<file path="config.mk">
export PLATFORM = sky130hd
export DESIGN_NAME = pbe_ctrl
export DESIGN_NICKNAME = d
export VERILOG_FILES = /design/src/pbe_pkg.sv /design/src/pbe_ctrl.sv
export SDC_FILE = /design/constraint.sdc
export NUM_CORES = 1
export LEC_CHECK = 0
export BUFFER_PORTS_ARGS = -buffer_cell sky130_fd_sc_hd__buf_2
export CORE_MARGIN = 2
export CORE_UTILIZATION = 50
export CTS_BUF_LIST = sky130_fd_sc_hd__clkbuf_4 sky130_fd_sc_hd__clkbuf_8
export DETAILED_ROUTE_END_ITERATION = 12
export PLACE_DENSITY = 0.77
export SYNTH_ARGS = -nofsm -noshare
export SYNTH_HDL_FRONTEND = slang
export SYNTH_SLANG_ARGS = --single-unit
</file>
<file path="constraint.sdc">
create_clock -name clk -period 1.45 [get_ports clk]
set_clock_uncertainty 0.1 [all_clocks]
set_input_delay 0.0725 -clock clk [delete_from_list [all_inputs] [get_ports clk]]
set_output_delay 0.0725 -clock clk [all_outputs]
set_load 0.02 [all_outputs]
</file>
<file path="src/pbe_pkg.sv">
`timescale 1ns / 1ps
// Shared types, codes and SHA-256 constants for the PCR bank extend engine.
// No dependencies.
package pbe_pkg;

	typedef struct packed {
		logic [1:0]  action;
		logic [15:0] alg_sel;
		logic [4:0]  reg_idx;
		logic [5:0]  dgst_len;
		logic [63:0] digest_word_0;
		logic [63:0] digest_word_1;
		logic [63:0] digest_word_2;
		logic [63:0] digest_word_3;
	} req_t;

	typedef struct packed {
		logic [2:0]  status;
		logic [5:0]  value_size;
		logic [63:0] value_word_0;
		logic [63:0] value_word_1;
		logic [63:0] value_word_2;
		logic [63:0] value_word_3;
	} rsp_t;

	// controller -> datapath
	typedef struct packed {
		logic       capture;
		logic       build;
		logic       round;
		logic [5:0] round_idx;
		logic       add_h;
		logic       load_b;
		logic       commit;
		logic       respond;
	} cmd_t;

	// datapath -> controller
	typedef struct packed {
		logic need_hash;
		logic two_blocks;
	} sts_t;

	localparam logic [1:0] ACT_EXTEND = 2'd0;
	localparam logic [1:0] ACT_READ   = 2'd1;
	localparam logic [1:0] ACT_RESET  = 2'd2;
	localparam logic [1:0] ACT_NONE   = 2'd3;

	localparam logic [2:0] ST_OK        = 3'd0;
	localparam logic [2:0] ST_BAD_INDEX = 3'd1;
	localparam logic [2:0] ST_BAD_ALG   = 3'd2;
	localparam logic [2:0] ST_REFUSED   = 3'd3;
	localparam logic [2:0] ST_BAD_SIZE  = 3'd4;

	localparam logic [15:0] ALG_SHORT = 16'h0004;
	localparam logic [15:0] ALG_LONG  = 16'h000B;
	localparam logic [5:0]  SHORT_SIZE = 6'd20;
	localparam logic [5:0]  LONG_SIZE  = 6'd32;
	localparam logic [5:0]  MAX_DIGEST = 6'd32;
	localparam logic [4:0]  RESET_GUARD = 5'd16;
	localparam logic [6:0]  ONE_BLOCK_MAX = 7'd55;

	localparam logic [31:0] ROUND_K [64] = '{
		32'h428a2f98, 32'h71374491, 32'hb5c0fbcf, 32'he9b5dba5,
		32'h3956c25b, 32'h59f111f1, 32'h923f82a4, 32'hab1c5ed5,
		32'hd807aa98, 32'h12835b01, 32'h243185be, 32'h550c7dc3,
		32'h72be5d74, 32'h80deb1fe, 32'h9bdc06a7, 32'hc19bf174,
		32'he49b69c1, 32'hefbe4786, 32'h0fc19dc6, 32'h240ca1cc,
		32'h2de92c6f, 32'h4a7484aa, 32'h5cb0a9dc, 32'h76f988da,
		32'h983e5152, 32'ha831c66d, 32'hb00327c8, 32'hbf597fc7,
		32'hc6e00bf3, 32'hd5a79147, 32'h06ca6351, 32'h14292967,
		32'h27b70a85, 32'h2e1b2138, 32'h4d2c6dfc, 32'h53380d13,
		32'h650a7354, 32'h766a0abb, 32'h81c2c92e, 32'h92722c85,
		32'ha2bfe8a1, 32'ha81a664b, 32'hc24b8b70, 32'hc76c51a3,
		32'hd192e819, 32'hd6990624, 32'hf40e3585, 32'h106aa070,
		32'h19a4c116, 32'h1e376c08, 32'h2748774c, 32'h34b0bcb5,
		32'h391c0cb3, 32'h4ed8aa4a, 32'h5b9cca4f, 32'h682e6ff3,
		32'h748f82ee, 32'h78a5636f, 32'h84c87814, 32'h8cc70208,
		32'h90befffa, 32'ha4506ceb, 32'hbef9a3f7, 32'hc67178f2
	};

	localparam logic [31:0] INIT_H [8] = '{
		32'h6a09e667, 32'hbb67ae85, 32'h3c6ef372, 32'ha54ff53a,
		32'h510e527f, 32'h9b05688c, 32'h1f83d9ab, 32'h5be0cd19
	};

	function automatic logic [31:0] rotr(input logic [31:0] x, input int n);
		return (x >> n) | (x << (32 - n));
	endfunction

endpackage

</file>
<file path="src/pbe_ctrl.sv">
`timescale 1ns / 1ps
// Controller state machine: sequences decode, SHA-256 rounds, block chaining and commit.
// Depends on pbe_pkg.
module pbe_ctrl (
	input  logic          clk,
	input  logic          arst_n,
	input  logic          start,
	output logic          busy,
	input  pbe_pkg::sts_t sts,
	output pbe_pkg::cmd_t cmd
);
	import pbe_pkg::*;

	typedef enum logic [5:0] {
		S_IDLE   = 6'b000001,
		S_DECODE = 6'b000010,
		S_ROUND  = 6'b000100,
		S_ADDH   = 6'b001000,
		S_LOADB  = 6'b010000,
		S_COMMIT = 6'b100000
	} state_t;

	state_t     state_q, state_d;
	logic [5:0] round_q;
	logic       blk_q;

	always_comb begin
		state_d = state_q;
		cmd     = '0;
		cmd.round_idx = round_q;
		case (state_q)
			S_IDLE: begin
				if (start) begin
					cmd.capture = 1'b1;
					state_d = S_DECODE;
				end
			end
			S_DECODE: begin
				if (sts.need_hash) begin
					cmd.build = 1'b1;
					state_d = S_ROUND;
				end else begin
					cmd.respond = 1'b1;
					state_d = S_IDLE;
				end
			end
			S_ROUND: begin
				cmd.round = 1'b1;
				if (round_q == 6'd63)
					state_d = S_ADDH;
			end
			S_ADDH: begin
				cmd.add_h = 1'b1;
				state_d = (sts.two_blocks && !blk_q) ? S_LOADB : S_COMMIT;
			end
			S_LOADB: begin
				cmd.load_b = 1'b1;
				state_d = S_ROUND;
			end
			S_COMMIT: begin
				cmd.commit = 1'b1;
				state_d = S_IDLE;
			end
			default: state_d = S_IDLE;
		endcase
	end

	always_ff @(posedge clk or negedge arst_n) begin
		if (!arst_n) begin
			state_q <= S_IDLE;
			round_q <= '0;
			blk_q   <= 1'b0;
		end else begin
			state_q <= state_d;
			if (cmd.round)
				round_q <= round_q + 6'd1;
			else
				round_q <= '0;
			if (cmd.build)
				blk_q <= 1'b0;
			else if (cmd.load_b)
				blk_q <= 1'b1;
		end
	end

	assign busy = state_q != S_IDLE;

endmodule

</file>
=== After elaboration in Yosys (flattened, before gate mapping) ===
Cells that the tools add are included.

* Flip-flop bits (word level): 13
* Bits of input ports: 5
* Output and inout bits: 14
* Logic and storage cells: 36

* $add $sub $neg: 1
* Equal/unequal tests: 10
* Mux-type cells: 18
* Reductions and logical operators: 4

{| class="wikitable"
|+ Operator list
! cell !! number
|-
| $pmux W6 S5 || 1
|-
| $mux W6 || 4
|-
| $eq A6 B6 Y1 const B || 2
|-
| $mux W1 || 12
|-
| $add A6 B1 Y6 const B || 1
|-
| $eq A6 B1 Y1 const B || 1
|-
| $eq A6 B2 Y1 const B || 1
|-
| $eq A6 B3 Y1 const B || 1
|-
| $eq A6 B4 Y1 const B || 1
|-
| $eq A6 B5 Y1 const B || 1
|-
| $ne A6 B1 Y1 const B || 1
|-
| $ne A2 B2 Y1 const B || 2
|-
| $mux W3 || 1
|-
| $reduce_and A2 Y1 || 1
|-
| $reduce_bool A2 Y1 || 1
|-
| $logic_and A1 B1 Y1 || 1
|-
| $logic_not A1 Y1 || 1
|}

=== Logic depth before layout (Yosys ltp) ===
Gate-level depths: netlist of the first run.

* Depth in word-level cells: 4
* Gate-level depth with buffers: 4
* Gate-level depth less buffers: 4

=== Worst setup path before layout of the first run ===
OpenSTA, ideal clock, no wires.

* Path type: reg2reg
* Start point: register round_q[0]
* End point: register state_q[3]
* Setup time: 0.124 ns
* Arrival time: 1.205 ns
* Path slack: 0.020 ns
* Cell stages (with the launch flop): 5
* Buffers on the path: 0
* Clock period less this slack: 1.430 ns
* Cell sequence: dfrtp_1 > ha_1 > and3_1 > and3_1 > nor2b_1

* Word-level cells in the longest chain between the ends: 3

{| class="wikitable"
|+ RTL lines
! item !! line !! RTL
|-
| start, declared || pbe_ctrl.sv:24 || <nowiki>logic [5:0] round_q;</nowiki>
|-
| start signal, assigned || pbe_ctrl.sv:76 || <nowiki>round_q <= round_q + 6'd1;</nowiki>
|-
| $eq A6 B6 Y1 || pbe_ctrl.sv:49 || <nowiki>if (round_q == 6'd63)</nowiki>
|-
| $ne A2 B2 Y1 (no line) || - ||
|-
| $reduce_and A2 Y1 (no line) || - ||
|-
| end signal, assigned || pbe_ctrl.sv:74 || <nowiki>state_q <= state_d;</nowiki>
|-
| end, declared || pbe_ctrl.sv:23 || <nowiki>state_t state_q, state_d;</nowiki>
|}

No other way between the ends.
A chain may end at the register's enable or synchronous reset.

==> summary.txt, run 1 <==
Cells and area
  • Fill cells: 71
  • Ant diodes: 0
  • Layout cells sized above 1: roughly 50%
  • Area Growth Syn to Fin: 55.0%
  • Layout Nets: between 100 and 150
  • Post-route cell area: ~1100 µm²

Status
  • Failing checks: setup timing
  • Status: finished, violations left

STA
  • Max-slew violations: 0
  • Rel. slew slack: 78.9%
  • Max Freq: approximately 600 MHz
  • Final Hold Vio Count: 0
  • Fin crit share: 114%
  • RSZ-0062 raised after global routing: true
  • Worst Max-Slew Pin Slew: ~0.31 ns
  • WHS: 0.132 ns
  • Final setup viols: 11
  • Setup ws final: -0.197 ns
  • Fin crit period: around 1.6 ns

Detailed routing
  • 1st-iter DRT viols: 26
  • Wire per inst: approximately 17 µm
  • Final wirelength: 2120 µm
  • Vias/cell: ~5.5
  • Detailed-route via count: 682
  • Detailed-route DRC error count: 0
  • Pre-antenna DRT Iters: 4
  • Detail Route Antenna Nets: 0

Synthesis
  • Yosys reg bits: 13
  • Top-count cell post-synth: dfrtp_1
  • Register area share after synthesis: 47.2%
  • Largest area contributor in the netlist: dfrtp_1
  • Synth Instances: 68
  • Synth top cells by count: dfrtp_1, nor2_1, inv_1
  • Syn nets: 74
  • Synth cell types: 31
  • Post-synth ARST share: 100%
  • Synth area leaders: dfrtp_1, nor2_1, dfstp_2
  • Avg Inst Size Synth: 10.2 µm²
  • Dominant synthesized flop cell: dfrtp_1
  • Netlist Area Pre-Place: 692 µm²
  • Syn. warnings: 0
  • Area share of the largest cell type after synthesis: 43.4%
  • Post-synth EDFFs: 0

Global route
  • GRT Max-Usage Layer: met2
  • Met1 Usage GRT: approximately a third
  • Vias in the first global route: 602
  • Grt total ovfl: 0
  • Met3 usage: 4.89%
  • GRT Util Overall: a little over a quarter
  • Initial antenna violation count: 0
  • M2 GR Usage: 46.5%
  • Largest net degree at the start of global routing: 14
  • Global-route wire length before repair: 2790 µm

Floorplanning
  • Die area: roughly 1700 µm²
  • Starting Density: between 50% and 60%
  • Die Ht: 41.2 µm
  • Core area: 1300 µm²
  • Rows: 13
  • I/O pin cnt: 19
  • Die width: 41.2 µm

Min path
  • Worst Hold Class: input port to asynchronous set/reset pin

Critical path
  • Delay of the slowest critical-path stage: ~0.4 ns
  • Slowest-stage cell, CP: dfstp_2
  • Critical path type: flip-flop to output pin
  • Critical Path Start: state_q[0]
  • Arr. time, crit path: 1.47 ns
  • Crit start category: flip-flop
  • CP Cell Sequence: buf_12 -> nor4b_4 -> and2_1 -> buf_6
  • Crit path required time: 1.28 ns
  • Crit path max fanout: 3
  • Critical path endpoint category: output pin
  • Critical register-to-register path startpoint: state_q[0]

CTS
  • Clock Sinks: 13
  • Largest buffer count on any clock path: 2
  • H-tree depth reported by CTS: 1
  • CTS clk-pin slew, worst paths: roughly 0.090 ns
  • Clock Tree Root: clkbuf_4
  • Number of buffers created by CTS: 3
  • Worst skew pair latency: approximately 0.28 ns
  • TritonCTS clock tree: yes

Power
  • VDD IR-drop max: ~870 µV
  • Power, Total: 1.35 mW
  • Leakage power: 0.549 nW
  • Power Density: 1260 nW/µm²

Placed design
  • Placed Area: just over 800 µm²
  • Gp weighted congestion: between 0.8 and 0.9
  • Post-DP HPWL: between 1000 and 1500 µm
  • IO Port Bufs: 18

Run
  • Max Cap Viol: 0
critical path: cells and delay by family, from the launching register on:
family	cells	cell delay [ns]
AND/OR/NAND/NOR	2	0.54
buffers and inverters	2	0.24
flip-flops	1	0.40
layout make-up:
cell class / count / area [µm²] / share of cell area, %
clock buffers: 4 / 30.0 / 2.80
inverters: 7 / 26.3 / 2.45
multi-input cells: 46 / 365 / 34.1
flip-flops and latches: 13 / 332 / 30.9
well taps: 15 / 18.8 / 1.75
repair buffers: 38 / 300 / 28.0
routing by layer:
| layer | share of wire, % | routed length [µm] |
|---|---|---|
| met5 | 0 | 0 |
| met4 | 2.9 | 62 |
| met3 | 4.3 | 92 |
| met1 | 39 | 827 |
| met2 | 54 | 1140 |
flip-flops by register name, summed over array words and instances, names as in the netlist:
signal and count:
state_q 6, round_q 6, blk_q 1
path summary, 6_finish.rpt:
| path | endpoint | slack, ns | cells past startpoint |
|---|---|---|---|
| worst max-delay path | cmd[0] | -0.20 | 4 |
| worst min-delay path | round_q[0] | 0.13 | 2 |
| worst max register to register | blk_q | -0.15 | 6 |
| worst min register to register | state_q[4] | 0.36 | 1 |
| max in group asynchronous | state_q[0] | 0.84 | 2 |
| min in group clk | state_q[2] | 0.19 | 5 |
timing repair:
item	CTS	global route
setup endpoints to repair	8	11
pin swaps	3	7
buffers inserted	7	7
hold endpoints to repair	16	0
gates resized for setup	20	6
hold buffers	3	0
kinds of logic (layout without fill, tap and decap cells):
| logic type | Yosys count | in the layout | synth area share [%] |
|---|---|---|---|
| XOR/XNOR | 4 | 4 | 5.06 |
| adder cells (fa/ha/maj) | 1 | 1 | 1.81 |
| AO/OA/AOI/OAI | 10 | 10 | 9.77 |
| buffers and inverters | 9 | 49 | 6.15 |
| AND/OR/NAND/NOR | 31 | 31 | 30.0 |
| flip-flops | 13 | 13 | 47.2 |
layout by cell type, fill, tap and decap left out, types with 2 or more instances in the layout:
cell           count
buf_4             17
buf_2             11
nor2_1             8
dfrtp_1            8
buf_6              6
inv_1              5
and3_1             4
clkbuf_4           4
dfrtp_2            4
dlygate4sd3_1      3
nor4b_4            2
nor2_4             2
inv_2              2
nor3b_2            2
xnor2_1            2
nand3_1            2
xor2_1             2
nand2_1            2
o21ai_0            2
a21oi_1            2
o211ai_1           2
power by group:
| group | leakage, nW | switching, mW | internal (mW) |
|---|---|---|---|
| clock network | 0.0184 | 0.130 | 0.126 |
| registers | 0.170 | 0.0713 | 0.422 |
| logic | 0.360 | 0.269 | 0.331 |
per-stage QoR:
stage	TNS [ns]	util [%]	cells	setup slack (ns)
after floorplan	0	-	68	0.0203
after global placement	0	62.0	102	0.0300
after detailed placement	0	62.0	102	0.00543
after CTS	-1.20	76.7	116	-0.162
after global routing	-2.15	82.4	123	-0.257
final	-1.45	82.4	123	-0.197
Note: power is estimated with default switching activity, not from simulation.
==> inputs of run 2 (changes only) <==
--- a/config.mk
+++ b/config.mk
@@ -6,7 +6,7 @@
 export NUM_CORES = 1
 export LEC_CHECK = 0
 export BUFFER_PORTS_ARGS = -buffer_cell sky130_fd_sc_hd__buf_2
-export CORE_MARGIN = 2
+export CORE_MARGIN = 5
 export CORE_UTILIZATION = 50
 export CTS_BUF_LIST = sky130_fd_sc_hd__clkbuf_4 sky130_fd_sc_hd__clkbuf_8
 export DETAILED_ROUTE_END_ITERATION = 12
==> run 2 against run 1 <==
The run still ends with setup timing left. Cell area up 3.7%. First-iteration DRC count up 42%. Critical path depth unchanged. Combinational power up 12%. Fmax down 1.2%. Global-route usage down 3.8 points. Final cell count up 2.4%. Worst setup slack worse by 0.021 ns. Via count up 11%. Routed wire length up 21%. Largest cell class unchanged. Largest power group unchanged.
==> summary.txt, run 2 (same netlist as run 1, synthesis figures left out) <==
CTS
  • TritonCTS clock tree: yes (unchanged)
  • Largest buffer count on any clock path: 2 (unchanged)
  • Worst skew pair latency: 0.28 ns (about the same)
  • H-tree depth reported by CTS: 1 (unchanged)
  • Clock Sinks: 13 (unchanged)
  • Number of buffers created by CTS: 3 (unchanged)
  • Clock Tree Root: clkbuf_4 (unchanged)
  • CTS clk-pin slew, worst paths: 0.09 ns (about the same)

Placed design
  • IO Port Bufs: 18 (unchanged)
  • Post-DP HPWL: 1130 µm (was 1120 µm)
  • Setup WS pre-CTS: -0.0250 ns (was 0.00543 ns)
  • Gp weighted congestion: 0.836 (was 0.806)
  • Placed Area: 807 µm² (unchanged)

Detailed routing
  • Detailed-route DRC error count: 0 (unchanged)
  • Wire per inst: 20.4 µm (was 17.2 µm)
  • Detailed-route via count: 754 (was 682)
  • Detail Route Antenna Nets: 0 (unchanged)
  • Pre-antenna DRT Iters: 4 (unchanged)
  • Final wirelength: 2570 µm (was 2120 µm)
  • 1st-iter DRT viols: 37 (was 26)
  • Vias/cell: 5.98 (was 5.54)

Min path
  • Worst Hold Class: input port to asynchronous set/reset pin (unchanged)

Power
  • VDD IR-drop max: 842 µV (was 869 µV)
  • Power, Total: 1.42 mW (was 1.35 mW)
  • Clock share of power: 17.8% (was 19.0%)
  • Comb pwr share: 47.3% (was 44.5%)
  • Seq pwr share: 34.9% (was 36.6%)
  • Psw: 0.520 mW (was 0.470 mW)
  • Leakage power: 0.573 nW (was 0.549 nW)
  • Sw Share: 36.5% (was 34.8%)
  • Power Density: 1280 nW/µm² (was 1260 nW/µm²)
  • Int Power: 0.904 mW (was 0.879 mW)

Global route
  • GRT Util Overall: 22.5% (was 26.4%)
  • Vias in the first global route: 718 (was 602)
  • Grt total ovfl: 0 (unchanged)
  • Global-route wire length before repair: 3360 µm (was 2790 µm)
  • Largest net degree at the start of global routing: 14 (unchanged)
  • Initial antenna violation count: 0 (unchanged)

Cells and area
  • Layout Nets: 118 (was 115)
  • Commonest non-fill, non-tap cell in the layout: buf_4 (unchanged)
  • Most frequent cells in the layout: buf_4, buf_2, dfrtp_1 (was buf_4, buf_2, nor2_1, dfrtp_1, buf_6)
  • Fill cells: 64 (was 71)
  • Layout cells sized above 1: 53.2% (was 50.0%)
  • Post-route cell area: 1110 µm² (was 1070 µm²)
  • Ant diodes: 0 (unchanged)
  • Top flop regs: round_q (6), state_q (6), blk_q (1) (unchanged)
  • Area Growth Syn to Fin: 60.8% (was 55.0%)

STA
  • Worst Max-Slew Pin Slew: 0.297 ns (was 0.313 ns)
  • Setup ws final: -0.218 ns (was -0.197 ns)
  • Fin crit period: 1.67 ns (was 1.65 ns)
  • WHS: 0.135 ns (was 0.132 ns)
  • Max Freq: 600 MHz (was 607 MHz)
  • Rel. slew slack: 80.1% (was 78.9%)
  • Final Hold Vio Count: 0 (unchanged)
  • Max-slew violations: 0 (unchanged)
  • Final setup viols: 13 (was 11)
  • RSZ-0062 raised after global routing: true (unchanged)
  • Fin crit share: 115% (was 114%)

Run
  • Max Cap Viol: 0 (unchanged)

Critical path
  • Critical path type: flip-flop to output pin (unchanged)
  • Delay of the slowest critical-path stage: 0.49 ns (was 0.40 ns)
  • CP Cell Sequence: nor4b_4 -> nand3_2 -> inv_2 -> buf_6 (was buf_12 -> nor4b_4 -> and2_1 -> buf_6)
  • Buf+Inv Stages, Crit Path: 2 (unchanged)
  • CP delay by family, top: simple AND/OR/NAND/NOR gates (unchanged)
  • Slowest-stage cell, CP: dfrtp_2 (was dfstp_2)
  • Critical path endpoint category: output pin (unchanged)
  • Crit path max fanout: 6 (was 3)
  • Crit start category: flip-flop (unchanged)
  • Arr. time, crit path: 1.50 ns (was 1.47 ns)
  • Critical register-to-register path startpoint: state_q[3] (was state_q[0])
  • Critical Path Start: state_q[3] (was state_q[0])
  • Crit path required time: 1.28 ns (about the same)

Floorplanning
  • Rows: 13 (unchanged)
  • Core area: 1300 µm² (unchanged)
  • Starting Density: 53.2% (unchanged)
  • Die Ht: 47.2 µm (was 41.2 µm)
  • Die width: 47.2 µm (was 41.2 µm)
  • I/O pin cnt: 19 (unchanged)
  • Die area: 2230 µm² (was 1700 µm²)

Status
  • Status: finished, violations left (unchanged)
  • Failing checks: setup timing (unchanged)
==> run 2: cell types whose count changed in the layout (fill, tap and decap cells not counted), sizes merged <==
cell | previous run | this run
buf | 35 | 38
==> run 2: final timing paths <==
path,end,cells after the start,slack [ns]
min in group clk,state_q[2],5,0.26
setup / recovery,cmd[11],4,-0.22
hold reg to reg,state_q[4],1,0.35
hold / removal,blk_q,2,0.14
setup reg to reg,blk_q,5,-0.21
max in group asynchronous,state_q[0],2,0.83
==> run 2: final cells by class <==
type	instances	area [µm²]	share of cell area (%)
Inverter	7	26.3	2.36
Tap cell	15	18.8	1.69
Sequential cell	13	330	29.7
Multi-Input combinational cell	46	380	34.2
Timing Repair Buffer	41	327	29.4
Clock buffer	4	30.0	2.70
==> run 2: routing by layer <==
| layer | global-route usage (%) | vias up | wire, µm |
|---|---|---|---|
| met4 | 13.8 | 0 | 117 |
| met3 | 3.07 | 12 | 225 |
| met5 | 0 | - | 0 |
| met1 | 27.0 | 371 | 920 |
| li1 | - | 322 | - |
| met2 | 37.9 | 49 | 1310 |
==> run 2: power groups by stage <==
stage | logic [mW] | registers, mW | clock network (mW)
floorplan | 0.260 | 0.470 | 0
global placement | 0.329 | 0.490 | 0
detailed placement | 0.338 | 0.493 | 0
CTS | 0.540 | 0.494 | 0.248
global route | 0.716 | 0.506 | 0.265
finish | 0.673 | 0.498 | 0.253
==> run 2: through the flow <==
| step | cells | utilization, % | setup TNS [ns] |
|---|---|---|---|
| floorplan | 68 | - | 0 |
| global placement | 102 | 62.0 | 0 |
| detailed placement | 102 | 62.0 | -0.0250 |
| CTS | 122 | 80.6 | -1.02 |
| global route | 126 | 85.5 | -2.40 |
| finish | 126 | 85.5 | -1.69 |
==> run 2: timing repair <==
item                                    in CTS  in global routing
hold buffers                                 3                  0
endpoints found under the setup margin       8                 13
setup buffers                               13                  4
gates resized for setup                     20                  9
pin swaps                                    9                  3
endpoints found under the hold margin       16                  0
cloned                                       0                  0
==> inputs of run 3 (changes only) <==
==> config.mk (replaced) <==
export PLATFORM = sky130hd
export DESIGN_NAME = pbe_ctrl
export DESIGN_NICKNAME = d
export VERILOG_FILES = /design/src/pbe_pkg.sv /design/src/pbe_ctrl.sv
export SDC_FILE = /design/constraint.sdc
export NUM_CORES = 1
export LEC_CHECK = 0
export CORE_MARGIN = 5
export CORE_UTILIZATION = 50
export DETAILED_ROUTE_END_ITERATION = 12
export DONT_BUFFER_PORTS = 1
export SYNTH_ARGS = -nofsm -noshare
export SYNTH_HDL_FRONTEND = slang
export SYNTH_SLANG_ARGS = --single-unit
==> run 3 against run 2 <==
The flow still finishes with violations (setup timing). Combinational power fell by 18%. Fmax rose by 4.6%. Register-to-register slack improved by 0.14 ns. Non-clock buffer count fell by 19. Total power fell by 10%. Worst setup slack improved by 0.074 ns. Cell area fell by 14%. Core utilization fell by 12 points. Sequential share of layout area rose by 4.8 points. Sequential power barely moved. Flip-flop and latch count did not move. Global-route usage fell by 4.7 points. Critical path type unchanged. Largest cell class unchanged.
==> summary.txt, run 3 (same netlist as run 1, synthesis figures left out) <==
Status
  • Status: finished, violations left (unchanged)
  • Failing checks: setup timing (unchanged)

Min path
  • WHS Endpoint: state_q[0]
  • Min-Delay Path Depth: 3
  • Hold path startpoint: start
  • Worst Hold Class: input port to flip-flop (was input port to asynchronous set/reset pin)

CTS
  • Largest buffer count on any clock path: 2 (unchanged)
  • Clock Sinks: 13 (unchanged)
  • Clock Tree Root: clkbuf_4 (unchanged)
  • TritonCTS clock tree: yes (unchanged)
  • CTS clk-pin slew, worst paths: 0.08 ns (was 0.09 ns)
  • H-tree depth reported by CTS: 1 (unchanged)
  • Number of buffers created by CTS: 3 (unchanged)
  • Worst skew pair latency: 0.28 ns (about the same)

STA
  • Fin crit period: 1.59 ns (was 1.67 ns)
  • Fin crit share: 110% (was 115%)
  • RSZ-0062 raised after global routing: true (unchanged)
  • Rel. slew slack: 61.4% (was 80.1%)
  • Max Freq: 627 MHz (was 600 MHz)
  • Setup ws final: -0.144 ns (was -0.218 ns)
  • Max-slew violations: 0 (unchanged)
  • Final Hold Vio Count: 0 (unchanged)
  • Final setup viols: 9 (was 13)
  • Worst Max-Slew Pin Slew: 0.578 ns (was 0.297 ns)

Global route
  • Grt total ovfl: 0 (unchanged)
  • Vias in the first global route: 577 (was 718)
  • Largest net degree at the start of global routing: 14 (unchanged)
  • Global-route wire length before repair: 2630 µm (was 3360 µm)
  • Initial antenna violation count: 0 (unchanged)
  • GRT Util Overall: 17.9% (was 22.5%)

Placed design
  • IO Port Bufs: 0 (was 18)
  • Setup WS pre-CTS: 0.0494 ns (was -0.0250 ns)
  • Placed insts: 89 (was 102)
  • Placed Area: 754 µm² (was 807 µm²)
  • Gp weighted congestion: 0.713 (was 0.836)
  • Post-DP HPWL: 998 µm (was 1130 µm)

Run
  • Max Cap Viol: 0 (unchanged)

Cells and area
  • Top flop regs: round_q (6), state_q (6), blk_q (1) (unchanged)
  • Layout cells sized above 1: 45.7% (was 53.2%)
  • Area Growth Syn to Fin: 38.9% (was 60.8%)
  • Finished Layout Cells: 107 (was 126)
  • Layout Nets: 99 (was 118)
  • Ant diodes: 0 (unchanged)
  • Post-route cell area: 961 µm² (was 1110 µm²)
  • Fill cells: 104 (was 64)
  • Most frequent cells in the layout: buf_4, dfrtp_1, nor2_1 (was buf_4, buf_2, dfrtp_1)
  • Util after Layout: 73.8% (was 85.5%)
  • Commonest non-fill, non-tap cell in the layout: buf_4 (unchanged)

Power
  • VDD IR-drop max: 1030 µV (was 842 µV)
  • Sw Share: 35.3% (was 36.5%)
  • Clock share of power: 17.6% (was 17.8%)
  • Psw: 0.451 mW (was 0.520 mW)
  • Comb pwr share: 43.1% (was 47.3%)
  • Leakage power: 0.461 nW (was 0.573 nW)
  • Power Density: 1330 nW/µm² (was 1280 nW/µm²)
  • Seq pwr share: 39.2% (was 34.9%)
  • Int Power: 0.825 mW (was 0.904 mW)

Detailed routing
  • Wire per inst: 16.6 µm (was 20.4 µm)
  • Met1 wire length: 736 µm (was 920 µm)
  • Detailed-route via count: 588 (was 754)
  • Detail Route Antenna Nets: 0 (unchanged)
  • Final wirelength: 1770 µm (was 2570 µm)
  • Vias/cell: 5.50 (was 5.98)
  • Routed length on met3: 82 µm (was 225 µm)
  • Pre-antenna DRT Iters: 3 (was 4)
  • Detailed-route DRC error count: 0 (unchanged)
  • Top layer in use: met4 (unchanged)
  • Met2 WL: 886 µm (was 1310 µm)
  • 1st-iter DRT viols: 15 (was 37)

Floorplanning
  • Die area: 2230 µm² (unchanged)
  • I/O pin cnt: 19 (unchanged)
  • Rows: 13 (unchanged)
  • Die width: 47.2 µm (unchanged)
  • Core area: 1300 µm² (unchanged)
  • Die Ht: 47.2 µm (unchanged)
  • Starting Density: 53.2% (unchanged)

Critical path
  • Arr. time, crit path: 1.42 ns (was 1.50 ns)
  • Worst R2R Path Depth: 5 (unchanged)
  • Crit path required time: 1.28 ns (about the same)
  • Crit path max fanout: 4 (was 6)
  • Worst R2R Setup Slack: -0.07 ns (was -0.21 ns)
  • RR Endpoint: state_q[0] (was blk_q)
  • Critical register-to-register path startpoint: state_q[0] (was state_q[3])
  • Critical path type: flip-flop to output pin (unchanged)
  • Critical path endpoint category: output pin (unchanged)
  • Crit start category: flip-flop (unchanged)
==> run 3: cell types whose count changed in the layout (fill, tap and decap cells not counted), sizes merged <==
cell / previous run / this run
buf: 38 / 18
dlygate4sd3: 3 / 4
==> run 3: metrics by stage <==
stage                     TNS (ns)  hold WS [ns]  total power, mW
after global routing         -1.73        0.0880             1.34
after CTS                   -0.731        0.0138             1.17
after global placement           0        -0.323            0.796
after floorplan                  0        -0.323            0.730
final                        -1.04        0.0596             1.28
after detailed placement         0        -0.323            0.798
==> run 3: critical path, stage by stage (launching register included) <==
cell and delay (ns):
dfstp_2 0.59, nor4b_4 0.27, and3_4 0.28
==> run 3: area by class of cell <==
| class | count | area (µm²) | share of cell area, % |
|---|---|---|---|
| Inverter | 7 | 26.3 | 2.73 |
| Multi-Input combinational cell | 46 | 372 | 38.7 |
| Tap cell | 15 | 18.8 | 1.95 |
| Timing Repair Buffer | 22 | 186 | 19.4 |
| Clock buffer | 4 | 26.3 | 2.73 |
| Sequential cell | 13 | 332 | 34.5 |
==> run 3: worst max path at each step <==
| stage | from | end | slack (ns) | cells after the start |
|---|---|---|---|---|
| 2_1_floorplan | round_q[0] | state_q[3] | 0.02 | 4 |
| 3_3_place_gp | state_q[0] | cmd[12] | 0.03 | 2 |
| 3_5_place_dp | state_q[3] | state_q[0] | 0.05 | 3 |
| 4_1_cts | state_q[3] | cmd[11] | -0.15 | 3 |
| 5_1_grt | state_q[3] | cmd[11] | -0.23 | 3 |
| 6_report | state_q[0] | cmd[12] | -0.14 | 2 |
==> run 3: repair_timing <==
action	in CTS	in global routing
pin swaps	5	4
endpoints found under the hold margin	18	0
setup buffers	5	5
resized for setup	21	4
endpoints found under the setup margin	8	11
hold buffers	4	0
==> run 3: power groups by stage <==
stage	sequential, mW	clock [mW]	combinational, mW
floorplan	0.470	0	0.260
detailed placement	0.495	0	0.303
finish	0.500	0.225	0.550
CTS	0.506	0.225	0.436
global route	0.507	0.250	0.583
global placement	0.492	0	0.303
==> run 3: metal layers <==
layer / track usage (%) / up-vias
li1: - / 287
met1: 23.1 / 278
met2: 24.4 / 15
met3: 6.90 / 8
met4: 12.2 / 0
met5: 0 / -
